--- src/rtl/core/mgm_pkg.sv ---
// shared types, constants, round function and mac doubling function for the magma cipher-modes block
// no dependencies
`default_nettype none

package mgm_pkg;

  localparam int ROUNDS   = 32;
  localparam int RND_W    = $clog2(ROUNDS);
  localparam int ROT_AMT  = 11;
  localparam int BLK_W    = 64;
  localparam int WORD_W   = 32;
  localparam int KIDX_W   = 3;
  localparam logic [BLK_W-1:0] MAC_POLY = 64'h0000_0000_0000_001b;

  // configuration register indexes
  localparam int CFG_IDX_W = 3;
  localparam logic [CFG_IDX_W-1:0] CFG_KEY_A = 3'd0;
  localparam logic [CFG_IDX_W-1:0] CFG_KEY_B = 3'd1;
  localparam logic [CFG_IDX_W-1:0] CFG_KEY_C = 3'd2;
  localparam logic [CFG_IDX_W-1:0] CFG_KEY_D = 3'd3;
  localparam logic [CFG_IDX_W-1:0] CFG_MODE  = 3'd4;
  localparam logic [CFG_IDX_W-1:0] CFG_DIR   = 3'd5;
  localparam logic [CFG_IDX_W-1:0] CFG_IV    = 3'd6;

  // cipher mode codes
  localparam logic [2:0] MODE_ECB = 3'd0;
  localparam logic [2:0] MODE_CTR = 3'd1;
  localparam logic [2:0] MODE_OFB = 3'd2;
  localparam logic [2:0] MODE_CBC = 3'd3;
  localparam logic [2:0] MODE_CFB = 3'd4;
  localparam logic [2:0] MODE_MAC = 3'd5;

  typedef struct packed {
    logic start;
    logic inverse;
  } cipher_cmd_t;

  localparam logic [3:0] SBOX [8][16] = '{
    '{4'd12, 4'd4,  4'd6,  4'd2,  4'd10, 4'd5,  4'd11, 4'd9,
      4'd14, 4'd8,  4'd13, 4'd7,  4'd0,  4'd3,  4'd15, 4'd1},
    '{4'd6,  4'd8,  4'd2,  4'd3,  4'd9,  4'd10, 4'd5,  4'd12,
      4'd1,  4'd14, 4'd4,  4'd7,  4'd11, 4'd13, 4'd0,  4'd15},
    '{4'd11, 4'd3,  4'd5,  4'd8,  4'd2,  4'd15, 4'd10, 4'd13,
      4'd14, 4'd1,  4'd7,  4'd4,  4'd12, 4'd9,  4'd6,  4'd0},
    '{4'd12, 4'd8,  4'd2,  4'd1,  4'd13, 4'd4,  4'd15, 4'd6,
      4'd7,  4'd0,  4'd10, 4'd5,  4'd3,  4'd14, 4'd9,  4'd11},
    '{4'd7,  4'd15, 4'd5,  4'd10, 4'd8,  4'd1,  4'd6,  4'd13,
      4'd0,  4'd9,  4'd3,  4'd14, 4'd11, 4'd4,  4'd2,  4'd12},
    '{4'd5,  4'd13, 4'd15, 4'd6,  4'd9,  4'd2,  4'd12, 4'd10,
      4'd11, 4'd7,  4'd8,  4'd1,  4'd4,  4'd3,  4'd14, 4'd0},
    '{4'd8,  4'd14, 4'd2,  4'd5,  4'd6,  4'd9,  4'd1,  4'd12,
      4'd15, 4'd4,  4'd11, 4'd0,  4'd13, 4'd10, 4'd3,  4'd7},
    '{4'd1,  4'd7,  4'd14, 4'd13, 4'd0,  4'd5,  4'd8,  4'd3,
      4'd4,  4'd15, 4'd10, 4'd6,  4'd9,  4'd12, 4'd11, 4'd2}
  };

  // add key, substitute eight lanes, rotate left
  function automatic logic [WORD_W-1:0] f_round(input logic [WORD_W-1:0] k,
                                                input logic [WORD_W-1:0] a);
    logic [WORD_W-1:0] s;
    logic [WORD_W-1:0] t;
    s = k + a;
    t = '0;
    for (int i = 0; i < 8; i++) begin
      t[4*i +: 4] = SBOX[i][s[4*i +: 4]];
    end
    return (t << ROT_AMT) | (t >> (WORD_W - ROT_AMT));
  endfunction

  // doubling in GF(2^64) for the mac subkeys
  function automatic logic [BLK_W-1:0] f_dbl(input logic [BLK_W-1:0] v);
    logic [BLK_W-1:0] s;
    s = v << 1;
    return v[BLK_W-1] ? (s ^ MAC_POLY) : s;
  endfunction

endpackage

`default_nettype wire

--- src/rtl/core/magma_block_cipher_modes.sv ---
// Magma 64-bit block cipher with ECB, CTR, OFB, CBC, CFB and MAC modes.
// Input channel: in_valid/in_stall carry one 64-bit block with msg_start,
// msg_end and end_padded flags. Output channel: out_valid/out_stall carry
// out_block and is_tag. Config port: cfg_we, cfg_index, cfg_data, written
// only while the block is idle, which the user must keep to and the block
// does not enforce; key words go into a small key ram. Chaining value,
// counter and mac subkey live in a three-entry state ram: each block reads
// them, runs the 32-round engine one round per cycle, then writes them back.
// A new block waits until the previous one is written back (in_stall is
// high outside idle); a beat with msg_start adds an extra encryption of
// zero that derives the mac subkey.
// In MAC mode only the last block of a message gives a beat (the tag, in
// the low 32 bits, with is_tag high); unused mode codes give no beat.
// Reset (rst_n low, synchronous) clears keys, mode, direction, init vector
// and state to zero. A stalled output holds its beat; a new block is still
// accepted while it waits, and its own result waits for the register.
// depends on mgm_pkg, mgm_ram, mgm_cipher
`default_nettype none

module magma_block_cipher_modes import mgm_pkg::*; (
  input  wire logic                 clk,
  input  wire logic                 rst_n,
  input  wire logic                 in_valid,
  output logic                      in_stall,
  input  wire logic [BLK_W-1:0]     in_data_block,
  input  wire logic                 in_msg_start,
  input  wire logic                 in_msg_end,
  input  wire logic                 in_end_padded,
  output logic                      out_valid,
  input  wire logic                 out_stall,
  output logic      [BLK_W-1:0]     out_block,
  output logic                      out_is_tag,
  input  wire logic                 cfg_we,
  input  wire logic [CFG_IDX_W-1:0] cfg_index,
  input  wire logic [BLK_W-1:0]     cfg_data
);

  localparam int KEY_DEPTH = 4;
  localparam int ST_DEPTH  = 3;
  localparam logic [1:0] ADDR_CHAIN = 2'd0;
  localparam logic [1:0] ADDR_CTR   = 2'd1;
  localparam logic [1:0] ADDR_SUB   = 2'd2;

  typedef enum logic [3:0] {
    S_IDLE, S_RD_CHAIN, S_RD_CTR, S_RD_SUB, S_SUBKEY_WAIT,
    S_RUN, S_RUN_WAIT, S_FIN, S_WB_CHAIN, S_WB_CTR, S_WB_SUB
  } state_t;

  state_t st_r, st_nxt;

  logic [BLK_W-1:0] data_r;
  logic             start_r, last_r, pad_r;
  logic [BLK_W-1:0] chain_r, chain_nxt;
  logic [BLK_W-1:0] ctr_r, ctr_nxt;
  logic [BLK_W-1:0] sub_r, sub_nxt;
  logic             out_valid_r, out_valid_nxt;
  logic [BLK_W-1:0] out_block_r, out_block_nxt;
  logic             out_tag_r, out_tag_nxt;
  logic [2:0]       mode_r;
  logic             dir_r;
  logic [BLK_W-1:0] iv_r;
  logic [KEY_DEPTH-1:0] key_vld_r;
  logic [ST_DEPTH-1:0]  st_vld_r, st_vld_nxt;
  logic             key_sel_r, key_vq_r, st_vq_r;

  logic             accept;
  logic             key_we;
  logic [BLK_W-1:0] key_rdata;
  logic [WORD_W-1:0] key_word;
  logic [KIDX_W-1:0] key_idx;

  logic             st_we;
  logic [1:0]       st_waddr, st_raddr;
  logic [BLK_W-1:0] st_wdata, st_rdata, st_val;

  cipher_cmd_t      cmd;
  logic [BLK_W-1:0] eng_in, eng_out;
  logic             eng_done;
  logic [BLK_W-1:0] mac_k1, mac_kl;
  logic             out_free;

  assign accept     = in_valid && !in_stall;
  assign in_stall   = (st_r != S_IDLE);
  assign out_valid  = out_valid_r;
  assign out_block  = out_block_r;
  assign out_is_tag = out_tag_r;
  assign out_free   = !out_valid_r || !out_stall;

  // key ram: one 64-bit row per key register (KEY_A to KEY_D), odd key word in the low half
  assign key_we = cfg_we && ((cfg_index == CFG_KEY_A) || (cfg_index == CFG_KEY_B) ||
                             (cfg_index == CFG_KEY_C) || (cfg_index == CFG_KEY_D));

  mgm_ram #(.WIDTH(BLK_W), .DEPTH(KEY_DEPTH)) u_key_ram (
    .clk   (clk),
    .we    (key_we),
    .waddr (cfg_index[1:0]),
    .wdata (cfg_data),
    .raddr (key_idx[KIDX_W-1:1]),
    .rdata (key_rdata)
  );

  // rows never written read as zero
  assign key_word = !key_vq_r ? '0 :
                    key_sel_r ? key_rdata[WORD_W-1:0] : key_rdata[BLK_W-1:WORD_W];

  mgm_ram #(.WIDTH(BLK_W), .DEPTH(ST_DEPTH)) u_state_ram (
    .clk   (clk),
    .we    (st_we),
    .waddr (st_waddr),
    .wdata (st_wdata),
    .raddr (st_raddr),
    .rdata (st_rdata)
  );

  assign st_val = st_vq_r ? st_rdata : '0;

  mgm_cipher u_cipher (
    .clk     (clk),
    .rst_n   (rst_n),
    .cmd     (cmd),
    .blk_in  (eng_in),
    .key_in  (key_word),
    .key_idx (key_idx),
    .done    (eng_done),
    .blk_out (eng_out)
  );

  assign mac_k1 = f_dbl(sub_r);
  assign mac_kl = pad_r ? f_dbl(mac_k1) : mac_k1;

  always_comb begin
    st_nxt        = st_r;
    chain_nxt     = chain_r;
    ctr_nxt       = ctr_r;
    sub_nxt       = sub_r;
    out_valid_nxt = out_valid_r && out_stall;
    out_block_nxt = out_block_r;
    out_tag_nxt   = out_tag_r;
    st_vld_nxt    = st_vld_r;
    st_we         = 1'b0;
    st_waddr      = ADDR_CHAIN;
    st_wdata      = chain_r;
    st_raddr      = ADDR_CHAIN;
    cmd           = '0;
    eng_in        = '0;

    unique case (st_r)
      S_IDLE: begin
        if (accept) begin
          st_nxt = S_RD_CHAIN;
        end
      end
      S_RD_CHAIN: begin
        chain_nxt = st_val;
        st_raddr  = ADDR_CTR;
        st_nxt    = S_RD_CTR;
      end
      S_RD_CTR: begin
        ctr_nxt  = st_val;
        st_raddr = ADDR_SUB;
        st_nxt   = S_RD_SUB;
      end
      S_RD_SUB: begin
        sub_nxt = st_val;
        if (start_r) begin
          // message start: reload chain and counter from the init vector (chain zero in MAC mode) and derive E(0)
          chain_nxt   = (mode_r == MODE_MAC) ? '0 : iv_r;
          ctr_nxt     = {iv_r[BLK_W-1:WORD_W], {WORD_W{1'b0}}};
          cmd.start   = 1'b1;
          cmd.inverse = 1'b0;
          eng_in      = '0;
          st_nxt      = S_SUBKEY_WAIT;
        end else begin
          st_nxt = S_RUN;
        end
      end
      S_SUBKEY_WAIT: begin
        if (eng_done) begin
          sub_nxt = eng_out;
          st_nxt  = S_RUN;
        end
      end
      S_RUN: begin
        cmd.start = 1'b1;
        st_nxt    = S_RUN_WAIT;
        case (mode_r) inside
          MODE_ECB: begin
            eng_in      = data_r;
            cmd.inverse = dir_r;
          end
          MODE_CTR: eng_in = ctr_r;
          MODE_OFB, MODE_CFB: eng_in = chain_r;
          MODE_CBC: begin
            eng_in      = dir_r ? data_r : (data_r ^ chain_r);
            cmd.inverse = dir_r;
          end
          MODE_MAC: begin
            eng_in = last_r ? (data_r ^ chain_r ^ mac_kl) : (data_r ^ chain_r);
          end
          default: begin
            // unused mode code: no result, state written back unchanged unless the block started a message
            cmd.start = 1'b0;
            st_nxt    = S_WB_CHAIN;
          end
        endcase
      end
      S_RUN_WAIT: begin
        if (eng_done) begin
          st_nxt = S_FIN;
        end
      end
      S_FIN: begin
        if ((mode_r == MODE_MAC) && !last_r) begin
          chain_nxt = eng_out;
          st_nxt    = S_WB_CHAIN;
        end else if (out_free) begin
          out_valid_nxt = 1'b1;
          out_tag_nxt   = 1'b0;
          st_nxt        = S_WB_CHAIN;
          case (mode_r)
            MODE_ECB: out_block_nxt = eng_out;
            MODE_CTR: begin
              out_block_nxt = data_r ^ eng_out;
              ctr_nxt       = ctr_r + BLK_W'(1);
            end
            MODE_OFB: begin
              out_block_nxt = data_r ^ eng_out;
              chain_nxt     = eng_out;
            end
            MODE_CBC: begin
              if (dir_r) begin
                out_block_nxt = eng_out ^ chain_r;
                chain_nxt     = data_r;
              end else begin
                out_block_nxt = eng_out;
                chain_nxt     = eng_out;
              end
            end
            MODE_CFB: begin
              out_block_nxt = data_r ^ eng_out;
              chain_nxt     = dir_r ? data_r : (data_r ^ eng_out);
            end
            default: begin
              // mac tag: high half of the final encryption
              out_block_nxt = {{WORD_W{1'b0}}, eng_out[BLK_W-1:WORD_W]};
              out_tag_nxt   = 1'b1;
              chain_nxt     = '0;
            end
          endcase
        end
      end
      S_WB_CHAIN: begin
        st_we      = 1'b1;
        st_waddr   = ADDR_CHAIN;
        st_wdata   = chain_r;
        st_vld_nxt = st_vld_r | ST_DEPTH'(1);
        st_nxt     = S_WB_CTR;
      end
      S_WB_CTR: begin
        st_we      = 1'b1;
        st_waddr   = ADDR_CTR;
        st_wdata   = ctr_r;
        st_vld_nxt = st_vld_r | ST_DEPTH'(2);
        st_nxt     = S_WB_SUB;
      end
      S_WB_SUB: begin
        st_we      = 1'b1;
        st_waddr   = ADDR_SUB;
        st_wdata   = sub_r;
        st_vld_nxt = st_vld_r | ST_DEPTH'(4);
        st_nxt     = S_IDLE;
      end
      default: st_nxt = S_IDLE;
    endcase
  end

  always_ff @(posedge clk) begin
    if (!rst_n) begin
      st_r        <= S_IDLE;
      out_valid_r <= 1'b0;
      mode_r      <= MODE_ECB;
      dir_r       <= 1'b0;
      iv_r        <= '0;
      key_vld_r   <= '0;
      st_vld_r    <= '0;
      key_vq_r    <= 1'b0;
      st_vq_r     <= 1'b0;
    end else begin
      st_r        <= st_nxt;
      out_valid_r <= out_valid_nxt;
      st_vld_r    <= st_vld_nxt;
      key_vq_r    <= key_vld_r[key_idx[KIDX_W-1:1]];
      st_vq_r     <= st_vld_r[st_raddr];
      if (key_we) begin
        key_vld_r[cfg_index[1:0]] <= 1'b1;
      end
      if (cfg_we) begin
        unique case (cfg_index)
          CFG_MODE: mode_r <= cfg_data[2:0];
          CFG_DIR:  dir_r  <= cfg_data[0];
          CFG_IV:   iv_r   <= cfg_data;
          default: ;
        endcase
      end
    end
    key_sel_r   <= key_idx[0];
    chain_r     <= chain_nxt;
    ctr_r       <= ctr_nxt;
    sub_r       <= sub_nxt;
    out_block_r <= out_block_nxt;
    out_tag_r   <= out_tag_nxt;
    if (accept) begin
      data_r  <= in_data_block;
      start_r <= in_msg_start;
      last_r  <= in_msg_end;
      pad_r   <= in_end_padded;
    end
  end

endmodule

`default_nettype wire

--- src/rtl/core/mgm_ram.sv ---
// generic single-port-write, single-port-read ram with registered read data
// no dependencies
`default_nettype none

module mgm_ram #(
  parameter int WIDTH = 64,
  parameter int DEPTH = 4,
  localparam int AW = (DEPTH > 1) ? $clog2(DEPTH) : 1
) (
  input  wire logic             clk,
  input  wire logic             we,
  input  wire logic [AW-1:0]    waddr,
  input  wire logic [WIDTH-1:0] wdata,
  input  wire logic [AW-1:0]    raddr,
  output logic      [WIDTH-1:0] rdata
);

  logic [WIDTH-1:0] mem [DEPTH];

  always_ff @(posedge clk) begin
    if (we) begin
      mem[waddr] <= wdata;
    end
    rdata <= mem[raddr];
  end

endmodule

`default_nettype wire

--- src/rtl/core/mgm_cipher.sv ---
// iterative magma feistel engine, one round per cycle
// depends on mgm_pkg; round keys come from the key ram in the cycle after key_idx
`default_nettype none

module mgm_cipher import mgm_pkg::*; (
  input  wire logic              clk,
  input  wire logic              rst_n,
  input  wire cipher_cmd_t       cmd,
  input  wire logic [BLK_W-1:0]  blk_in,
  input  wire logic [WORD_W-1:0] key_in,
  output logic      [KIDX_W-1:0] key_idx,
  output logic                   done,
  output logic      [BLK_W-1:0]  blk_out
);

  logic              busy_r;
  logic              done_r;
  logic              inv_r;
  logic [RND_W-1:0]  rnd_r;
  logic [WORD_W-1:0] hi_r;
  logic [WORD_W-1:0] lo_r;
  logic [RND_W-1:0]  key_rnd;
  logic [RND_W-1:0]  eff_rnd;
  logic              key_inv;
  logic [WORD_W-1:0] n_word;

  // key for the next round is fetched while the current one is computed
  always_comb begin
    key_rnd = busy_r ? rnd_r + RND_W'(1) : '0;
    key_inv = busy_r ? inv_r : cmd.inverse;
    eff_rnd = key_inv ? RND_W'(ROUNDS - 1) - key_rnd : key_rnd;
    if (int'(eff_rnd) < ROUNDS - 8) begin
      key_idx = eff_rnd[KIDX_W-1:0];
    end else begin
      key_idx = ~eff_rnd[KIDX_W-1:0];
    end
  end

  assign n_word  = f_round(key_in, lo_r) ^ hi_r;
  assign done    = done_r;
  assign blk_out = {hi_r, lo_r};

  always_ff @(posedge clk) begin
    if (!rst_n) begin
      busy_r <= 1'b0;
      done_r <= 1'b0;
    end else begin
      done_r <= 1'b0;
      if (cmd.start) begin
        busy_r <= 1'b1;
        rnd_r  <= '0;
        inv_r  <= cmd.inverse;
        hi_r   <= blk_in[BLK_W-1:WORD_W];
        lo_r   <= blk_in[WORD_W-1:0];
      end else if (busy_r) begin
        if (rnd_r == RND_W'(ROUNDS - 1)) begin
          // last round leaves the halves unswapped
          hi_r   <= n_word;
          busy_r <= 1'b0;
          done_r <= 1'b1;
        end else begin
          hi_r  <= lo_r;
          lo_r  <= n_word;
          rnd_r <= rnd_r + RND_W'(1);
        end
      end
    end
  end

endmodule

`default_nettype wire
--- config.mk ---
export PLATFORM = sky130hd
export DESIGN_NAME = magma_block_cipher_modes
export DESIGN_NICKNAME = d
export VERILOG_FILES = /design/src/rtl/core/mgm_pkg.sv /design/src/rtl/core/magma_block_cipher_modes.sv /design/src/rtl/core/mgm_ram.sv /design/src/rtl/core/mgm_cipher.sv
export SDC_FILE = /design/constraint.sdc
export NUM_CORES = 2
export LEC_CHECK = 0
export ABC_CLOCK_PERIOD_IN_PS = 7800
export BUFFER_PORTS_ARGS = -buffer_cell sky130_fd_sc_hd__buf_2
export CORE_MARGIN = 10
export CORE_UTILIZATION = 60
export DETAILED_ROUTE_END_ITERATION = 8
export PLACE_DENSITY_LB_ADDON = 0.12
export REMOVE_ABC_BUFFERS = 1
export SYNTH_ARGS = -nofsm -noshare
export SYNTH_HDL_FRONTEND = slang
export SYNTH_SLANG_ARGS = --single-unit
--- constraint.sdc ---
create_clock -name clk -period 7.8 [get_ports clk]
set_clock_uncertainty 0.15 [all_clocks]
set_input_delay 0.78 -clock clk [delete_from_list [all_inputs] [get_ports clk]]
set_output_delay 0.78 -clock clk [all_outputs]
set_load 0.01 [all_outputs]
**Word level (Yosys, flattened, before mapping)**

Memory sizes are Yosys's and may differ from the RTL's. A register that Yosys moved wholly into a read port is not among the register bits.
Index checks and enable logic that the tools add are counted.
Widths: inputs -> output; s select.

- Memories kept: 10
- Output and inout bits: 67
- RAM bits: 448
- Word-level logic and storage cells: 256
- Flip-flop bits (word level): 479
- Bits of input ports: 139
- Bits in read-only memories: 512

- Add/sub/neg operators: 4
- Bitwise logic cells: 24
- Muxes and demuxes: 105
- Eq/ne operators: 32
- Reductions and logical operators: 41
- $lt $le $gt $ge: 13

Memory list:

| memory | words | width | read ports | clocked after Yosys merged registers in | wr ports | line | source |
|---|---|---|---|---|---|---|---|
| u_key_ram.mem | 4 | 64 | 1 | 1 | 1 | mgm_ram.sv:18 | `logic [WIDTH-1:0] mem [DEPTH];` |
| u_state_ram.mem | 3 | 64 | 1 | 1 | 1 | mgm_ram.sv:18 |  |
| (name not given) | 16 | 4 | 1 | 0 | 0 | mgm_pkg.sv:65 | `t[4*i +: 4] = SBOX[i][s[4*i +: 4]];` |
| (name not given) | 16 | 4 | 1 | 0 | 0 | mgm_pkg.sv:65 |  |
| (name not given) | 16 | 4 | 1 | 0 | 0 | mgm_pkg.sv:65 |  |
| (name not given) | 16 | 4 | 1 | 0 | 0 | mgm_pkg.sv:65 |  |
| +4 memories | -- | -- | -- | -- | -- | -- |  |

Operators with widths:

| kind | number |
|---|---|
| $mux 64 | 22 |
| $pmux 64 s3 | 3 |
| $mux 32 | 8 |
| $pmux 64 s2 | 2 |
| $pmux 64 s4 | 1 |
| $xor 64x64->64 | 4 |
| $mux 4 | 26 |
| $add 64x1->64 const B | 1 |
| $ge 5x5->1 const B | 8 |
| $not 4->5 | 8 |
| $pmux 4 s10 | 1 |
| $add 32x32->32 | 1 |
| $or 32x11->32 | 1 |
| $xor 32x32->32 | 1 |
| $mux 5 | 6 |
| $mux 1 | 27 |
| $eq 4x3->1 const B | 4 |
| $eq 3x3->1 const B | 5 |
| $reduce_and 3->1 | 5 |
| $eq 3x2->1 const B | 4 |
| $eq 4x4->1 const B | 3 |
| $ne 2x2->1 const B | 6 |
| $pmux 2 s2 | 3 |
| $reduce_and 2->1 | 6 |
| other kinds (33) | 63 |

**Depth between registers and ports, before layout**

- Depth in word-level cells: 14
- Depth in mapped cells: 22

**By module**

A second synthesis with hierarchy kept.

- Cell total of the unflattened synthesis: 5,414
- Area, all modules: 57,032.2 um2

Modules (own cells, without submodules):

| module | area an instance (um2) | sequential area each (um2) | times used | cells each |
|---|---|---|---|---|
| magma_block_cipher_modes | 30,945.9 | 11,390.9 | 1 | 3,788 |
| mgm_ram (u_key_ram) | 10,622.7 | 8,968.6 | 1 | 402 |
| mgm_ram (u_state_ram) | 8,436.8 | 7,046.8 | 1 | 472 |
| mgm_cipher | 7,026.7 | 2,142.1 | 1 | 752 |

**Least setup slack after synthesis**

Ideal clock, no wire load.

- Path type: reg-to-reg
- Start point: register mode_r[0]
- End point: register ctr_r[0] (enable)
- Arrival: 6.456 ns
- Slack: 0.616 ns
- Period minus slack after synthesis: 7.184 ns
- Buffers on the path: 5
- Stages on the path, launching flop included: 8
- Cell sequence: dfxtp_1 -> clkbuf_1 -> clkbuf_1 -> buf_1 -> buf_1 -> buf_1 -> a31oi_1 -> nor3b_1

- Word-level cells in the longest chain between the ends: 4

Ends and longest elaborated chain:

| element | line | source |
|---|---|---|
| start: declaration | magma_block_cipher_modes.sv:59 | `logic [2:0] mode_r;` |
| start signal: assignment | magma_block_cipher_modes.sv:299 | `CFG_MODE: mode_r <= cfg_data[2:0];` |
| $eq 3x3->1 | magma_block_cipher_modes.sv:213 | `if ((mode_r == MODE_MAC) && !last_r) begin` |
| $logic_and 1x1->1 | magma_block_cipher_modes.sv:213 |  |
| $ne 2x2->1 (no source line) | -- |  |
| $reduce_and 5->1 (no source line) * | -- |  |
| end signal: assignment | magma_block_cipher_modes.sv:308 | `ctr_r <= ctr_nxt;` |
| end: declaration | magma_block_cipher_modes.sv:54 | `logic [BLK_W-1:0] ctr_r, ctr_nxt;` |

Every way passes the cells marked *; elsewhere a longest branch is shown, timed or not.
A chain may end at the register's enable or synchronous reset.

**Final worst setup path**

- Start point: register key_sel_r
- End point: register u_cipher.hi_r[7], data pin

- Word-level cells in the longest chain between the ends: 12

Ends and longest elaborated chain:

| element | line | source |
|---|---|---|
| start: declaration | magma_block_cipher_modes.sv:64 | `logic key_sel_r, key_vq_r, st_vq_r;` |
| start signal: assignment | magma_block_cipher_modes.sv:306 | `key_sel_r <= key_idx[0];` |
| $mux 32 | magma_block_cipher_modes.sv:104 | `key_sel_r ? key_rdata[WORD_W-1:0] : key_rdata[BLK_W-1:WORD_W];` |
| $mux 32 | magma_block_cipher_modes.sv:103 | `assign key_word = !key_vq_r ? '0 :` |
| $add 32x32->32 | mgm_pkg.sv:62 | `s = k + a;` |
| $not 4->5 (not written as such) | mgm_pkg.sv:65 |  |
| $mem_v2 16x4 | -- |  |
| $mux 4 (not written as such) (2 in series) | mgm_pkg.sv:65 |  |
| $or 32x11->32 | mgm_pkg.sv:67 | `return (t << ROT_AMT) \| (t >> (WORD_W - ROT_AMT));` |
| $xor 32x32->32 | mgm_cipher.sv:39 | `assign n_word = f_round(key_in, lo_r) ^ hi_r;` |
| $mux 32 | mgm_cipher.sv:56 | `if (rnd_r == RND_W'(ROUNDS - 1)) begin` |
| $mux 32 | mgm_cipher.sv:55 | `end else if (busy_r) begin` |
| $mux 32 | mgm_cipher.sv:49 | `if (cmd.start) begin` |
| end signal: assignment | mgm_cipher.sv:53 | `hi_r <= blk_in[BLK_W-1:WORD_W];` |
| end signal: assignment | mgm_cipher.sv:58 | `hi_r <= n_word;` |
| end signal: assignment | mgm_cipher.sv:62 | `hi_r <= lo_r;` |
| end: declaration | mgm_cipher.sv:20 | `logic [WORD_W-1:0] hi_r;` |

No other way between the ends. The select of a mux whose other input is x is not followed.

==> results.md <==
- Period minus WS final: 5.75 ns
- Clock power frac: 0.324
- CTS root buf: clkbuf_16
- Reg clk slew, reported paths: 0.07 ns
- VDD IR max: between 200 and 250 uV
- Overflow after GRT: 0
- Post-route ant nets: 0
- Top-count cell post-synth: edfxtp_1
- Pleak: around 21 nW
- Placed inst area: 55900 um2
- Syn_area_per_cell: approximately 11 um2
- Cell count after synthesis: 5146
- Synth area leaders: edfxtp_1, dfxtp_1, nand2_1
- Sequential-to-total area share from yosys stat: 0.544
- P_int: 11.2 mW
- Max-cap violations: 0
- Synth Warn #: 0
- Final hold violation count: 0
- Clock Sinks: 1055
- Crit path cell chain: mux2i_1, nor2b_1, ha_1, inv_1, fa_1, nand2b_1, a21oi_1, o211ai_1, a31oi_2, o21ai_1, o211a_1, xnor2_2, inv_1, ha_1, nor2_1, mux2_1, nor3b_1, a211oi_1, o21a_1, o21ai_1
- Critical-path top delay cell: dfxtp_2
- Core Area: 90000 um2
- Global-route wire length before repair: about 280 mm
- Violated checks: design-rule violations
- Post-cts sizing count: 0
- Initial Util: 0.604
- FF+latch count, synth: 1055
- Initial antenna violation count: 10
- Kind of critical path: register to register
- Post-route DRC: 1
- Ys flop type: edfxtp_1
- GP Congestion: 0.989
- Drt total wl: 196 mm
- WP data required: 8.12 ns
- Worst Tran Pin Value: 1.36 ns
- Number of synthesized flops with an enable pin: about 840
- Io pins: slightly above 200
- Layout cells sized above 1: 0.132
- Slew HR: 0.0943
- Top cells by count, synth: edfxtp_1, nand2_1, o21ai_0, clkbuf_1, nor2_1
- Dpl hpwl: 126 mm
- Worst setup EP type: register
- Avg WL per Cell: 30.9 um
- Net Sw Power: between 5 and 6 mW
- Global route hottest layer: met2
- Top-area cell type share of the netlist area: 0.465
- Pre-antenna DRT Iters: 9
- Status: complete, but fails checks
- M3 GR Usage: 0.119
- Setup TNS: 0 ns
- Cell area after synthesis: 54400 um2
- Min-Delay Path Class: input pin to register
- Crit path largest cell delay: around 1.1 ns
- Share of total power in combinational logic: 0.194
- # nets final: 5279
- Post-synthesis cell type count: 90
- Post CTS Setup Buffer Count: 0
- Row cnt: 110
- Clock buffer count from CTS: 109
- Vias in the first global route: 41300
- Global routing met1 resource utilization: 0.489
- Synth-to-layout area growth: 9.56%
- Hold slack final: 0.0924 ns
- Power Density: 275 nW/um2
- FFs w/ async S/R, synth: 0
- Sw frac: 0.317
- CTS H-tree lvls: 3
- Hold_buf cts: 0
- Die area: a little over 100000 um2
- Clock Tree Buf Depth: 3
- Fin util: 0.662
- Largest net degree at the start of global routing: 81
- Worst-path maximum fanout: 32
- Area leader, netlist: edfxtp_1
- TritonCTS clock tree: done
- Max Freq: about 170 MHz
- RSZ-0062 raised after global routing: no
- Latest clock arrival within the worst-skew pair: 0.73 ns
- Post-DR vias/cell: 6.96
- Routed vias: 44100
- Met2 Track Usage GR: 0.539
- Post-Place Setup Slack: ~2.2 ns
- Height of the die: between 300 and 400 um
- Final-report setup violation count: 0
- Detailed Route Iter0 Violations: ~7100
- IO Port Bufs: 205
- Final Worst Setup Slack: about 2.1 ns
- Pins Over Slew Limit: 0
- Startpoint types: register
- Seq pwr share: 0.483
- Period Utilization, post-route: 0.737
- Final instance area: 59600 um2
- All-layer global routing usage: 0.371
- Die Wd: 321 um
- Data arrival, critical path: 6.07 ns
## worst paths after layout
kind                         start                    to  slack, ns  cells after the start
max                      key_sel_r      u_cipher.hi_r[7]       2.05                     20
max reg2reg              key_sel_r      u_cipher.hi_r[7]       2.05                     20
min              in_data_block[23]            data_r[23]       0.09                      1
min reg2reg  u_state_ram.mem[2][3]  u_state_ram.rdata[3]       0.29                      2
## layout by cell type, fill, tap and decap left out, types with 14 or more instances in the layout
master / netlist / layout
clkbuf_1: 411 / 23
nor2_1: 338 / 328
clkbuf_16: 0 / 111
o211ai_1: 48 / 48
a31oi_1: 18 / 17
nand4_1: 18 / 18
inv_1: 51 / 51
dfxtp_1: 213 / 208
ha_1: 70 / 70
o21ai_1: 17 / 16
buf_4: 0 / 85
a222oi_1: 30 / 30
mux4_2: 75 / 75
o21ai_0: 443 / 441
xor2_1: 142 / 142
o21a_1: 16 / 14
o22ai_1: 125 / 125
o221ai_1: 71 / 71
a21boi_0: 68 / 68
mux2i_1: 192 / 192
nand3_1: 39 / 38
and3_1: 31 / 27
xnor2_1: 145 / 145
a21oi_1: 330 / 328
buf_2: 17 / 205
a22oi_1: 129 / 129
nand2_1: 834 / 825
mux2_2: 63 / 63
clkinv_2: 0 / 20
clkinv_1: 0 / 16
nand2b_1: 17 / 17
a21o_1: 16 / 16
edfxtp_1: 842 / 842
nor2b_1: 48 / 48
nor3_1: 55 / 52
a221oi_1: 43 / 43
## metrics by stage
stage,total power [mW],std cells
after floorplan,9.77,4667
after global placement,10.9,6134
after detailed placement,11.0,6134
after CTS,16.2,6337
after global routing,16.8,6337
final,16.4,6339
## sequential cells by signal, summed over array words and instances, names as in the netlist, 4 cells and up
name	flops
u_key_ram.mem	256
u_state_ram.mem	192
chain_r	64
ctr_r	64
data_r	64
iv_r	64
out_block	64
sub_r	64
u_key_ram.rdata	64
u_state_ram.rdata	64
u_cipher.hi_r	32
u_cipher.lo_r	32
u_cipher.rnd_r	5
key_vld_r	4
st_r	4
## power by group through the flow
stage / Combinational, mW / Clock (mW) / Sequential (mW)
4_1_cts: 3.07 / 5.30 / 7.84
2_1_floorplan: 2.08 / 0 / 7.69
5_1_grt: 3.36 / 5.53 / 7.95
3_5_place_dp: 3.05 / 0 / 7.94
6_report: 3.17 / 5.30 / 7.90
3_3_place_gp: 2.99 / 0 / 7.93
## per-layer routing
layer | vias up | part of all wire
met1 | 21200 | 0.37
met3 | 734 | 0.15
met2 | 3482 | 0.42
met5 | - | 0.00042
met4 | 12 | 0.061
li1 | 18700 | -
## critical path: cells and delay by family (launching register included)
kind	cells	cell delay [ns]
AO/OA/AOI/OAI	8	1.94
XOR/XNOR	1	0.21
adder cells (fa/ha/maj)	3	0.82
buffers and inverters	2	0.28
flip-flops	1	1.05
multiplexers	2	0.50
AND/OR/NAND/NOR	4	0.54
## layout make-up
type	count	area (um2)
tap	1176	1470
clock inverter	58	582
clock buffer	145	3020
timing repair buffer	291	1680
antenna	2	5.00
fill	6959	30500
multi-input combinational	3560	23000
inverter	52	196
sequential	1055	29600
## cell families (layout without fill, tap and decap cells)
logic type,after synthesis,count (layout),synth area share
muxes,332,332,0.0799
adders and majority gates,72,72,0.0167
other,0,2,0
buffers and inverters,531,546,0.0374
xor gates and xnor gates,288,288,0.0465
and+or+nand+nor,1433,1433,0.110
DFF,1055,1055,0.544
AOI/OAI and AO/OA,1435,1435,0.166
(Power assumes the default switching activity.)
